### src/hw/rtl/srtc_pkg.sv
// Package for the SRAM region table checker: payload structs, table entry,
// status codes, control/status structs and sizing constants.
// No dependencies.
`timescale 1ns / 1ps

package srtc_pkg;

   localparam int MAX_REGIONS = 32;
   localparam int SRAM_BYTES  = 1048576;

   // table index and fill count widths
   localparam int IDX_W = (MAX_REGIONS > 1) ? $clog2(MAX_REGIONS) : 1;
   localparam int CNT_W = $clog2(MAX_REGIONS + 1);

   localparam int DIV_STEPS = 32;
   localparam int DIV_CNT_W = $clog2(DIV_STEPS);

   // result status codes
   localparam logic [3:0] ST_ADDED     = 4'd0;
   localparam logic [3:0] ST_DUP_SAME  = 4'd1;
   localparam logic [3:0] ST_LOCKED    = 4'd2;
   localparam logic [3:0] ST_DUP_DIFF  = 4'd3;
   localparam logic [3:0] ST_NEG_ID    = 4'd4;
   localparam logic [3:0] ST_BAD_BOUND = 4'd5;
   localparam logic [3:0] ST_MISALIGN  = 4'd6;
   localparam logic [3:0] ST_BEYOND    = 4'd7;
   localparam logic [3:0] ST_OVERLAP   = 4'd8;
   localparam logic [3:0] ST_FULL      = 4'd9;

   typedef struct packed {
      logic signed [15:0] decl_id;
      logic signed [31:0] region_offset;
      logic signed [31:0] decl_len;
      logic signed [31:0] region_alignment;
      logic               preloaded;
   } req_type;

   typedef struct packed {
      logic [3:0]  status;
      logic [14:0] clash_id;
   } rsp_type;

   typedef struct packed {
      logic [14:0] id;
      logic [31:0] offset;
      logic [31:0] size;
      logic [31:0] alignment;
      logic        preloaded;
   } entry_type;

   localparam int ENTRY_W = $bits(entry_type);

   // controller -> datapath
   typedef struct packed {
      logic start;     // latch request, reset remainder unit and scan
      logic div_step;  // one restoring division step
      logic scan_step; // advance table scan
      logic finish;    // load result register, append entry if added
   } cmd_type;

   // datapath -> controller
   typedef struct packed {
      logic div_last;
      logic scan_done;
      logic out_free;
   } sts_type;

endpackage

### src/hw/rtl/srtc_ram.sv
// Generic single-write, single-read RAM with registered read data.
// No dependencies.
`timescale 1ns / 1ps

module srtc_ram #(
   parameter int WIDTH = 8,
   parameter int DEPTH = 32
) (
   input  logic                                         clock,
   input  logic                                         wr_en,
   input  logic [((DEPTH > 1) ? $clog2(DEPTH) : 1)-1:0] wr_addr,
   input  logic [WIDTH-1:0]                             wr_data,
   input  logic                                         rd_en,
   input  logic [((DEPTH > 1) ? $clog2(DEPTH) : 1)-1:0] rd_addr,
   output logic [WIDTH-1:0]                             rd_data
);

   logic [WIDTH-1:0] mem_ff [DEPTH];
   logic [WIDTH-1:0] rd_data_ff;

   always_ff @(posedge clock) begin
      if (wr_en) begin
         mem_ff[wr_addr] <= wr_data;
      end
      if (rd_en) begin
         rd_data_ff <= mem_ff[rd_addr];
      end
   end

   assign rd_data = rd_data_ff;

endmodule

### src/hw/rtl/srtc_ctrl.sv
// Controller state machine of the region table checker.
// Depends on srtc_pkg.
`timescale 1ns / 1ps

module srtc_ctrl
   import srtc_pkg::*;
(
   input  logic    clock,
   input  logic    reset,
   input  logic    req_valid,
   output logic    req_stall,
   output cmd_type cmd,
   input  sts_type sts
);

   typedef enum logic [3:0] {
      S_IDLE   = 4'b0001,
      S_DIV    = 4'b0010,
      S_SCAN   = 4'b0100,
      S_DECIDE = 4'b1000
   } state_type;

   state_type state_ff, state_in;

   always_comb begin
      state_in      = state_ff;
      cmd           = '0;
      case (state_ff)
         S_IDLE: begin
            if (req_valid) begin
               cmd.start = 1'b1;
               state_in  = S_DIV;
            end
         end
         S_DIV: begin
            cmd.div_step = 1'b1;
            if (sts.div_last) begin
               state_in = S_SCAN;
            end
         end
         S_SCAN: begin
            cmd.scan_step = 1'b1;
            if (sts.scan_done) begin
               state_in = S_DECIDE;
            end
         end
         S_DECIDE: begin
            // hold until the result register can take the transfer
            if (sts.out_free) begin
               cmd.finish = 1'b1;
               state_in   = S_IDLE;
            end
         end
         default: begin
            state_in = S_IDLE;
         end
      endcase
   end

   always_ff @(posedge clock) begin
      if (reset) begin
         state_ff <= S_IDLE;
      end else begin
         state_ff <= state_in;
      end
   end

   assign req_stall = (state_ff != S_IDLE);

endmodule

### src/hw/rtl/srtc_dpath.sv
// Datapath of the region table checker: request register, remainder unit,
// table scan with duplicate/overlap tracking, verdict and result register.
// Depends on srtc_pkg and srtc_ram.
`timescale 1ns / 1ps

module srtc_dpath
   import srtc_pkg::*;
(
   input  logic    clock,
   input  logic    reset,
   input  req_type req_data,
   input  logic    csr_valid,
   input  logic    csr_data,
   input  logic    rsp_stall,
   output logic    rsp_valid,
   output rsp_type rsp_data,
   input  cmd_type cmd,
   output sts_type sts
);

   req_type              req_ff;
   logic                 locked_ff;
   logic [CNT_W-1:0]     count_ff;
   logic [32:0]          rem_ff, rem_in;
   logic [31:0]          dvd_ff;
   logic [DIV_CNT_W-1:0] div_cnt_ff;
   logic [CNT_W-1:0]     rd_idx_ff;
   logic                 cmp_valid_ff;
   logic                 dup_hit_ff, dup_same_ff;
   logic                 ovl_hit_ff;
   logic [14:0]          ovl_id_ff;
   logic                 rsp_valid_ff;
   rsp_type              rsp_ff;

   entry_type            rd_entry;
   entry_type            wr_entry;
   logic [ENTRY_W-1:0]   rd_bits;
   logic                 rd_issue;
   logic                 wr_en;
   logic [32:0]          shifted;
   logic [32:0]          new_end, old_end;
   logic                 id_neg, id_match, fields_match, overlap;
   logic                 bad_bound, beyond;
   logic [3:0]           verdict;

   // ---- remainder unit: restoring, one quotient bit a cycle
   assign shifted = {rem_ff[31:0], dvd_ff[31]};
   always_comb begin
      if (shifted >= {1'b0, req_ff.region_alignment}) begin
         rem_in = shifted - {1'b0, req_ff.region_alignment};
      end else begin
         rem_in = shifted;
      end
   end

   // ---- table scan
   assign rd_issue = cmd.scan_step && (rd_idx_ff < count_ff);
   assign rd_entry = entry_type'(rd_bits);

   assign id_neg   = req_ff.decl_id[15];
   assign id_match = !id_neg && (rd_entry.id == req_ff.decl_id[14:0]);
   assign fields_match = (rd_entry.offset == req_ff.region_offset) &&
                         (rd_entry.size == req_ff.decl_len) &&
                         (rd_entry.alignment == req_ff.region_alignment) &&
                         (rd_entry.preloaded == req_ff.preloaded);

   assign new_end = {1'b0, req_ff.region_offset} + {1'b0, req_ff.decl_len};
   assign old_end = {1'b0, rd_entry.offset} + {1'b0, rd_entry.size};
   assign overlap = ({1'b0, req_ff.region_offset} < old_end) &&
                    ({1'b0, rd_entry.offset} < new_end);

   // ---- verdict
   assign bad_bound = req_ff.region_offset[31] || req_ff.decl_len[31] ||
                      (req_ff.decl_len == '0) || req_ff.region_alignment[31] ||
                      (req_ff.region_alignment == '0);
   assign beyond    = new_end > 33'(SRAM_BYTES);

   always_comb begin
      if (locked_ff) begin
         verdict = ST_LOCKED;
      end else if (dup_hit_ff) begin
         verdict = dup_same_ff ? ST_DUP_SAME : ST_DUP_DIFF;
      end else if (id_neg) begin
         verdict = ST_NEG_ID;
      end else if (bad_bound) begin
         verdict = ST_BAD_BOUND;
      end else if (rem_ff != '0) begin
         verdict = ST_MISALIGN;
      end else if (beyond) begin
         verdict = ST_BEYOND;
      end else if (ovl_hit_ff) begin
         verdict = ST_OVERLAP;
      end else if (count_ff == CNT_W'(MAX_REGIONS)) begin
         verdict = ST_FULL;
      end else begin
         verdict = ST_ADDED;
      end
   end

   assign wr_en = cmd.finish && (verdict == ST_ADDED);
   assign wr_entry = '{id: req_ff.decl_id[14:0], offset: req_ff.region_offset,
                       size: req_ff.decl_len, alignment: req_ff.region_alignment,
                       preloaded: req_ff.preloaded};

   srtc_ram #(
      .WIDTH (ENTRY_W),
      .DEPTH (MAX_REGIONS)
   ) u_table (
      .clock   (clock),
      .wr_en   (wr_en),
      .wr_addr (count_ff[IDX_W-1:0]),
      .wr_data (wr_entry),
      .rd_en   (rd_issue),
      .rd_addr (rd_idx_ff[IDX_W-1:0]),
      .rd_data (rd_bits)
   );

   // ---- payload registers
   always_ff @(posedge clock) begin
      if (cmd.start) begin
         req_ff <= req_data;
         rem_ff <= '0;
         dvd_ff <= req_data.region_offset;
      end else if (cmd.div_step) begin
         rem_ff <= rem_in;
         dvd_ff <= {dvd_ff[30:0], 1'b0};
      end
      if (cmd.start) begin
         dup_same_ff <= 1'b0;
         ovl_id_ff   <= '0;
      end else if (cmp_valid_ff) begin
         if (id_match) begin
            dup_same_ff <= fields_match;
         end
         if (overlap && !ovl_hit_ff) begin
            ovl_id_ff <= rd_entry.id;
         end
      end
      if (cmd.finish) begin
         rsp_ff.status   <= verdict;
         rsp_ff.clash_id <= (verdict == ST_OVERLAP) ? ovl_id_ff : '0;
      end
   end

   // ---- control registers
   always_ff @(posedge clock) begin
      if (reset) begin
         locked_ff    <= 1'b0;
         count_ff     <= '0;
         div_cnt_ff   <= '0;
         rd_idx_ff    <= '0;
         cmp_valid_ff <= 1'b0;
         dup_hit_ff   <= 1'b0;
         ovl_hit_ff   <= 1'b0;
         rsp_valid_ff <= 1'b0;
      end else begin
         if (csr_valid) begin
            locked_ff <= csr_data;
         end
         if (cmd.start) begin
            div_cnt_ff <= '0;
            rd_idx_ff  <= '0;
            dup_hit_ff <= 1'b0;
            ovl_hit_ff <= 1'b0;
         end else begin
            if (cmd.div_step) begin
               div_cnt_ff <= div_cnt_ff + 1'b1;
            end
            if (rd_issue) begin
               rd_idx_ff <= rd_idx_ff + 1'b1;
            end
            if (cmp_valid_ff) begin
               dup_hit_ff <= dup_hit_ff || id_match;
               ovl_hit_ff <= ovl_hit_ff || overlap;
            end
         end
         cmp_valid_ff <= rd_issue;
         if (wr_en) begin
            count_ff <= count_ff + 1'b1;
         end
         if (cmd.finish) begin
            rsp_valid_ff <= 1'b1;
         end else if (!rsp_stall) begin
            rsp_valid_ff <= 1'b0;
         end
      end
   end

   assign sts.div_last  = (div_cnt_ff == DIV_CNT_W'(DIV_STEPS - 1));
   assign sts.scan_done = (rd_idx_ff == count_ff) && !cmp_valid_ff;
   assign sts.out_free  = !rsp_valid_ff || !rsp_stall;

   assign rsp_valid = rsp_valid_ff;
   assign rsp_data  = rsp_ff;

endmodule

### src/hw/rtl/sram_region_table_checker_core.sv
// Top level of the SRAM region table checker.
// Depends on srtc_pkg, srtc_ctrl, srtc_dpath (and srtc_ram below it).
//
//   channel  ports                          direction  carries
//   req      req_valid/req_stall/req_data   in         one region declaration
//   rsp      rsp_valid/rsp_stall/rsp_data   out        status and clash id
//   csr      csr_valid/csr_ready/csr_data   in         graph_locked bit
//
// Sequence: one item at a time; an item passes an accept step, the
//   restoring remainder unit (offset mod alignment), the table scan through
//   the single registered read port (over the N entries stored, up to 32)
//   and a decide step.
// Reset: synchronous, active high; clears the lock bit and the fill count.
//   The table itself is never cleared: only entries below the fill count
//   are read.
// Stalls: a result waits in the output register while rsp_stall is high;
//   the next item is accepted meanwhile and holds in its decide step
//   until that register frees up.
`timescale 1ns / 1ps

module sram_region_table_checker_core
   import srtc_pkg::*;
(
   input  logic    clock,
   input  logic    reset,
   // declaration input
   input  logic    req_valid,
   output logic    req_stall,
   input  req_type req_data,
   // result output
   output logic    rsp_valid,
   input  logic    rsp_stall,
   output rsp_type rsp_data,
   // lock register write
   input  logic    csr_valid,
   output logic    csr_ready,
   input  logic    csr_data
);

   cmd_type cmd;
   sts_type sts;

   // sequencing: idle -> remainder -> scan -> decide
   srtc_ctrl u_ctrl (
      .clock     (clock),
      .reset     (reset),
      .req_valid (req_valid),
      .req_stall (req_stall),
      .cmd       (cmd),
      .sts       (sts)
   );

   // table, remainder unit, checks and the result register
   srtc_dpath u_dpath (
      .clock     (clock),
      .reset     (reset),
      .req_data  (req_data),
      .csr_valid (csr_valid),
      .csr_data  (csr_data),
      .rsp_stall (rsp_stall),
      .rsp_valid (rsp_valid),
      .rsp_data  (rsp_data),
      .cmd       (cmd),
      .sts       (sts)
   );

   // the lock bit is a plain flop: take a write transfer in any cycle
   assign csr_ready = 1'b1;

endmodule

### config.mk
export PLATFORM = sky130hd
export DESIGN_NAME = sram_region_table_checker_core
export DESIGN_NICKNAME = d
export VERILOG_FILES = /design/src/hw/rtl/srtc_pkg.sv /design/src/hw/rtl/srtc_ram.sv /design/src/hw/rtl/srtc_ctrl.sv /design/src/hw/rtl/srtc_dpath.sv /design/src/hw/rtl/sram_region_table_checker_core.sv
export SDC_FILE = /design/constraint.sdc
export NUM_CORES = 2
export LEC_CHECK = 0
export ABC_CLOCK_PERIOD_IN_PS = 22400
export BUFFER_PORTS_ARGS = -buffer_cell sky130_fd_sc_hd__buf_2
export CORE_ASPECT_RATIO = 0.7
export CORE_MARGIN = 4
export CORE_UTILIZATION = 55
export DETAILED_ROUTE_END_ITERATION = 8
export GPL_TIMING_DRIVEN = 0
export PLACE_DENSITY_LB_ADDON = 0.1
export SYNTH_ARGS = -nofsm -noshare
export SYNTH_HDL_FRONTEND = slang
export SYNTH_SLANG_ARGS = --single-unit
### constraint.sdc
create_clock -name clock -period 22.4 [get_ports clock]
set_input_delay 4.48 -clock clock [delete_from_list [all_inputs] [get_ports clock]]
set_output_delay 4.48 -clock clock [all_outputs]
set_load 0.03 [all_outputs]
# Word-level counts from Yosys, hierarchy flattened
# Memories as Yosys holds them, arrays and structs flattened. A register that Yosys moved wholly into a read port is not among the register bits.
# Cells that the tools add are included.
# word_totals
rom_bits,0
latch_bits,0
ff_bits,239
mem_count,1
ramBits,3584
output_inout_bits,22
# memory_table
name,words,word_bits,read_ports,rd_ports_with_merged_regs,write_ports,line_no,rtl
u_dpath.u_table.mem_ff,32,112,1,1,1,srtc_ram.sv:18,logic [WIDTH-1:0] mem_ff [DEPTH];
# classes
n_lt_le_gt_ge,5
mux,27
reduce_logical,30
shift,0
addsub,6
eq_ne,19
div_mod_pow,0
bitwise_logic,0
mul,0
# ops
operator,n
32-bit == test,3
32-bit by 32-bit adder with 33-bit output,2
32-bit by 33-bit < comparator with 1-bit output,2
32-bit logical NOT,2
32-bit 2-to-1 mux,2
4-bit 2-to-1 mux,12
33-bit by 32-bit >= comparator with 1-bit output,1
33-bit by 21-bit greater-than comparator with 1-bit output (second input constant),1
33-bit 2-to-1 mux,1
33-bit nonzero test,1
33-bit by 32-bit subtractor with 33-bit output,1
4-bit one-hot mux with 4 select lines,1
15-bit == test,1
6-bit by 1-bit adder with 6-bit output (second input constant),2
1-bit 2-to-1 mux,10
1-bit logical AND,9
4-bit == test (second input constant),2
2-bit inequality test (second input constant),4
1-bit logical OR,7
6-bit == test,1
6-bit == test (second input constant),1
6-bit < comparator,1
5-bit by 1-bit adder with 5-bit output (second input constant),1
5-bit == test (second input constant),1
13 further kinds,18

# Longest topological paths before layout
# logic_depth
depth_word,13
mapped_depth,25
ltp_nobuf,23

# Cells and area by module
# Synthesis repeated with hierarchy kept, for this count alone.
# unflattened
hier_cells,8281
hier_area_um2,156513.9
# modules_own_cells
module,cells_per_inst,instances,seq_area_each_um2,area_each_um2
srtc_ram,6524,1,110986.4,139348.6
srtc_dpath,1723,1,6346.1,16883.7
srtc_ctrl,32,1,80.1,270.3
sram_region_table_checker_core,2,1,0.0,11.3

# Worst setup path after synthesis
# No wires, ideal clock.
# synth_path
path_type,input-to-reg
start,input rsp_stall
end,memory u_dpath.u_table.mem_ff[31][0] in the netlist's numbering (enable)
path_buffers,1
t_arrival_ns,10.147
slack_ns,11.668
setup_ns,0.585
path_stages,7
cell_sequence,nand2_1 > nand3_1 > a2111oi_0 > and4bb_2 > buf_6 > nand2_2 > nor2_1
# synth_via
elab_chain_len,7
# synth_rtl
element,line_no,rtl
from (decl),sram_region_table_checker_core.sv:32,"input logic rsp_stall,"
1-bit logical NOT,-,
1-bit logical OR,srtc_dpath.sv:191,assign sts.out_free = !rsp_valid_ff || !rsp_stall;
1-bit 2-to-1 mux,srtc_ctrl.sv:49,if (sts.out_free) begin
1-bit 2-to-1 mux,srtc_ctrl.sv:28,case (state_ff)
1-bit logical AND,srtc_dpath.sv:100,assign wr_en = cmd.finish && (verdict == ST_ADDED);
1-bit 2-to-1 mux,srtc_ram.sv:22,if (wr_en) begin
1-bit 2-to-1 mux (not written as such),srtc_ram.sv:23,mem_ff[wr_addr] <= wr_data;
to (decl),srtc_ram.sv:18,
# No other way between the ends.

# Worst setup path after layout
# layout_path
start,register u_dpath.req_ff[65] in the netlist's numbering
end,memory u_dpath.u_table.mem_ff[10][55] in the netlist's numbering (enable)
# layout_via
elab_chain_len,12
# layout_rtl
element,line_no,rtl
from (decl),srtc_dpath.sv:21,req_type req_ff;
from (signal assigned),srtc_dpath.sv:121,req_ff <= req_data;
32-bit by 32-bit adder with 33-bit output,srtc_dpath.sv:67,"assign new_end = {1'b0, req_ff.region_offset} + {1'b0, req_ff.decl_len};"
33-bit by 21-bit greater-than comparator with 1-bit output,srtc_dpath.sv:76,assign beyond = new_end > 33'(SRAM_BYTES);
4-bit 2-to-1 mux,srtc_dpath.sv:89,end else if (beyond) begin
4-bit 2-to-1 mux,srtc_dpath.sv:87,end else if (rem_ff != '0) begin
4-bit 2-to-1 mux,srtc_dpath.sv:85,end else if (bad_bound) begin
4-bit 2-to-1 mux,srtc_dpath.sv:83,end else if (id_neg) begin
4-bit 2-to-1 mux,srtc_dpath.sv:81,end else if (dup_hit_ff) begin
4-bit 2-to-1 mux,srtc_dpath.sv:79,if (locked_ff) begin
4-bit logical NOT,srtc_dpath.sv:100,
1-bit logical AND,srtc_dpath.sv:100,
1-bit 2-to-1 mux,srtc_ram.sv:22,
1-bit 2-to-1 mux (not written as such),srtc_ram.sv:23,
# No other way between the ends.

==> results.sh <==
export IMPL_fin_nets=8071
export IMPL_cp_start_kind="flip-flop"
export IMPL_worstMarginPinSlew_ns=1.50
export IMPL_postCtsSetupRepairBufs=0
export IMPL_grt_antenna_before_repair=29
export IMPL_fin_skew_ns=0.0554
export IMPL_setup_viol=0
export IMPL_cp_data_arrival_time_ns=8.23
export IMPL_synth_seq_cells=3935
export IMPL_finalCritPeriodShare_pct=34.1
export IMPL_worstPathCellList="ha_1, inv_1, fa_1, nor2b_1, o31a_1, a2bb2oi_1, a221oi_1, o21ai_1, xnor2_2, nand2_1, or4_1, o41a_1, and4bb_2, buf_6, nand2_2, nor2_4, buf_12, buf_12, buf_12, buf_12"
export IMPL_grt_pass1_wl_um=619000
export IMPL_coreArea_um2=280000
export IMPL_die_area_um2=291000
export IMPL_fp_dieH_um=453
export IMPL_synth_area_leaders="edfxtp_1 75%, mux4_2 16%, ha_1 1.4%"
export IMPL_ctsHoldBuffers=0
export IMPL_leakage_nw=55.4
export IMPL_maxCapViolCount=0
export IMPL_ant_nets=0
export IMPL_synthFlopType="edfxtp_1"
export IMPL_netlist_top_cells_count="3,860 x edfxtp_1, 1,120 x mux4_2, 233 x nand2_1"
export IMPL_hpwl_um=296000
export IMPL_wl_met2_um=198000
export IMPL_drc=0
export IMPL_drive_gt1_share_pct=27.9
export IMPL_num_rows=162
export IMPL_synth_fp_nets=7298
export IMPL_drt_first_pass_iters=5
export IMPL_clock_sinks=3935
export IMPL_grt_max_degree=67
export IMPL_cpMostUsedCell="buf_12"
export IMPL_yosys_cell_types_count=77
export IMPL_clkTransAtPathRegs_ns=0.06
export IMPL_cts_resized=0
export IMPL_met1Wirelength_um=182000
export IMPL_end_kind="flip-flop"
export IMPL_drv_slew=9
export IMPL_cpMaxStageDelayCell="edfxtp_1"
export IMPL_slowest_delay_ns=1.25
export IMPL_area_delta_synth_final_pct=15.1
export IMPL_track_usage_pct=30.8
export IMPL_boundaryPins=141
export IMPL_p_per_area_nw_per_um2=84.2
export IMPL_yosysTopAreaCell="edfxtp_1"
export IMPL_cts_made_buffers=367
export IMPL_fmax_mhz=131
export IMPL_violations="max-slew violations"
export IMPL_root_buffer="clkbuf_16"
export IMPL_min_period_ns=7.65
export IMPL_path_max_fanout=35
export IMPL_synth_avg_cell_area_um2=22.2
export IMPL_hold_violations=0
export IMPL_insertion_delay_ns=0.93
export IMPL_crit_type="reg -> reg"
export IMPL_grt_pass1_vias=76800
export IMPL_synthArstFlopShare_pct=0
export IMPL_die_x_um=643
export IMPL_setup_tns_ns=0
export IMPL_ir_drop_mv=0.0738
export IMPL_yosysMostFrequentCell="edfxtp_1"
export IMPL_io_buffers=139
export IMPL_wire_per_inst_um=38.0
export IMPL_rsz0062_at_grt="no"
export IMPL_via_count=79700
export IMPL_syn_inst=7006
export IMPL_gr_total_overflow=0
export IMPL_dr_wl_met3_um=50800
export IMPL_outcome="complete, but fails checks"
export IMPL_yosysTopAreaCellShare_pct=74.6
export IMPL_top_layer_used="met5"
export IMPL_cts_buffer_depth=4
export IMPL_syn_cell_area_um2=155000
export IMPL_ys_seq_area_share_pct=75.6
export IMPL_hold_path_class="reg -> reg"
export IMPL_synth_edf_count=3860
export IMPL_start_util_pct=55.5
export IMPL_hold_ws_ns=0.460
export IMPL_drtIter0Drc=12700
export IMPL_required_ns=22.98
export IMPL_drt_total_wl_um=448000
export IMPL_cts_tree="built"
export IMPL_via_per_inst=6.77
export IMPL_gp_congestion=0.907
export IMPL_ys_warn_count=0
export IMPL_htreeDepth=5
export IMPL_max_slew_margin_pct=-0.112
[cell families after synthesis]
kind of cell / share of synthesized area (%)
xor+xnor: 1.13
mux: 17.2
other cells: 0.00241
simple gates: 1.91
compound gates: 1.79
fa+ha+maj: 1.41
flops: 75.6
buf+inv: 0.975
[where the power goes]
group / leakage [nW] / switching (mW) / internal, mW
Sequential: 35.4 / 0.170 / 8.19
Clock: 5.86 / 2.71 / 3.60
Combinational: 14.1 / 0.256 / 0.132
Total: 55.4 / 3.13 / 11.9
[worst max-delay path, delay by kind of cell, from the launching register on]
family	cells	cell delay, ns
simple gates	6	2.22
flops	1	1.25
fa+ha+maj	2	0.75
buf+inv	6	1.11
compound gates	5	1.73
xor+xnor	1	0.17
[final timing paths]
check,startpoint,endpoint,slack (ns),depth (start not counted)
worst max-delay path,u_dpath.req_ff[65],u_dpath.u_table.mem_ff[10][55],14.75,20
worst min-delay path,u_dpath.ovl_id_ff[10],u_dpath.ovl_id_ff[10],0.46,2
worst max register to register,u_dpath.req_ff[65],u_dpath.u_table.mem_ff[10][55],14.75,20
worst min register to register,u_dpath.ovl_id_ff[10],u_dpath.ovl_id_ff[10],0.46,2
[final cells by class]
class / count / area [µm²]
Timing Repair Buffer: 404 / 6490
Fill cell: 18500 / 101000
Multi-Input combinational cell: 2673 / 36600
Antenna cell: 15 / 37.5
Clock inverter: 213 / 2280
Sequential cell: 3935 / 117000
Buffer: 311 / 1230
Inverter: 87 / 332
Clock buffer: 450 / 9700
Tap cell: 3690 / 4620
[cell usage in the layout, fill, tap and decap left out, drive strengths merged, types with 44 or more instances in the layout]
cell    Yosys  final
mux2      112    112
inv        85     99
clkinv      2    145
bufinv      0     44
mux4     1120   1120
a21o       60     60
xnor2     103    103
ha        170    170
nand4      48     48
nor4       44     44
xor2       96     96
a21oi     121    121
dfxtp      75     75
nor2      122    122
clkbuf    232    683
nand2     237    237
buf        79    482
edfxtp   3860   3860
o21ai      93     93
[metrics by stage]
stage	power, mW	cells	instance area [µm²]	setup slack [ns]	utilization [%]
finish	15.1	11800	179000	14.75	63.9
global route	15.5	11800	179000	14.40	63.9
CTS	15.1	11700	178000	14.90	63.7
detailed placement	8.88	11100	166000	14.15	59.4
global placement	8.85	10800	161000	2.27	57.4
floorplan	8.64	7006	155000	11.67	-
[sequential cells by signal, summed over array words and instances (netlist names)]
register	flops
u_dpath.dup_hit_ff	1
u_dpath.dvd_ff	32
u_dpath.req_ff	112
u_dpath.u_table.mem_ff	3584
u_dpath.rsp_valid	1
u_dpath.rd_idx_ff	6
u_dpath.ovl_id_ff	15
u_dpath.cmp_valid_ff	1
u_dpath.div_cnt_ff	5
u_dpath.rsp_data	19
u_dpath.u_table.rd_data	112
u_dpath.id_neg	1
u_dpath.rem_ff	33
u_dpath.locked_ff	1
u_dpath.dup_same_ff	1
u_dpath.count_ff	6
u_dpath.ovl_hit_ff	1
u_ctrl.state_ff	4
[metal layers]
layer	vias to the layer above	global-route usage [%]
met1	42900	47.3
met2	4886	44.4
met3	712	7.13
met5	-	0
li1	31200	-
met4	6	9.73
(Power assumes the default switching activity.)
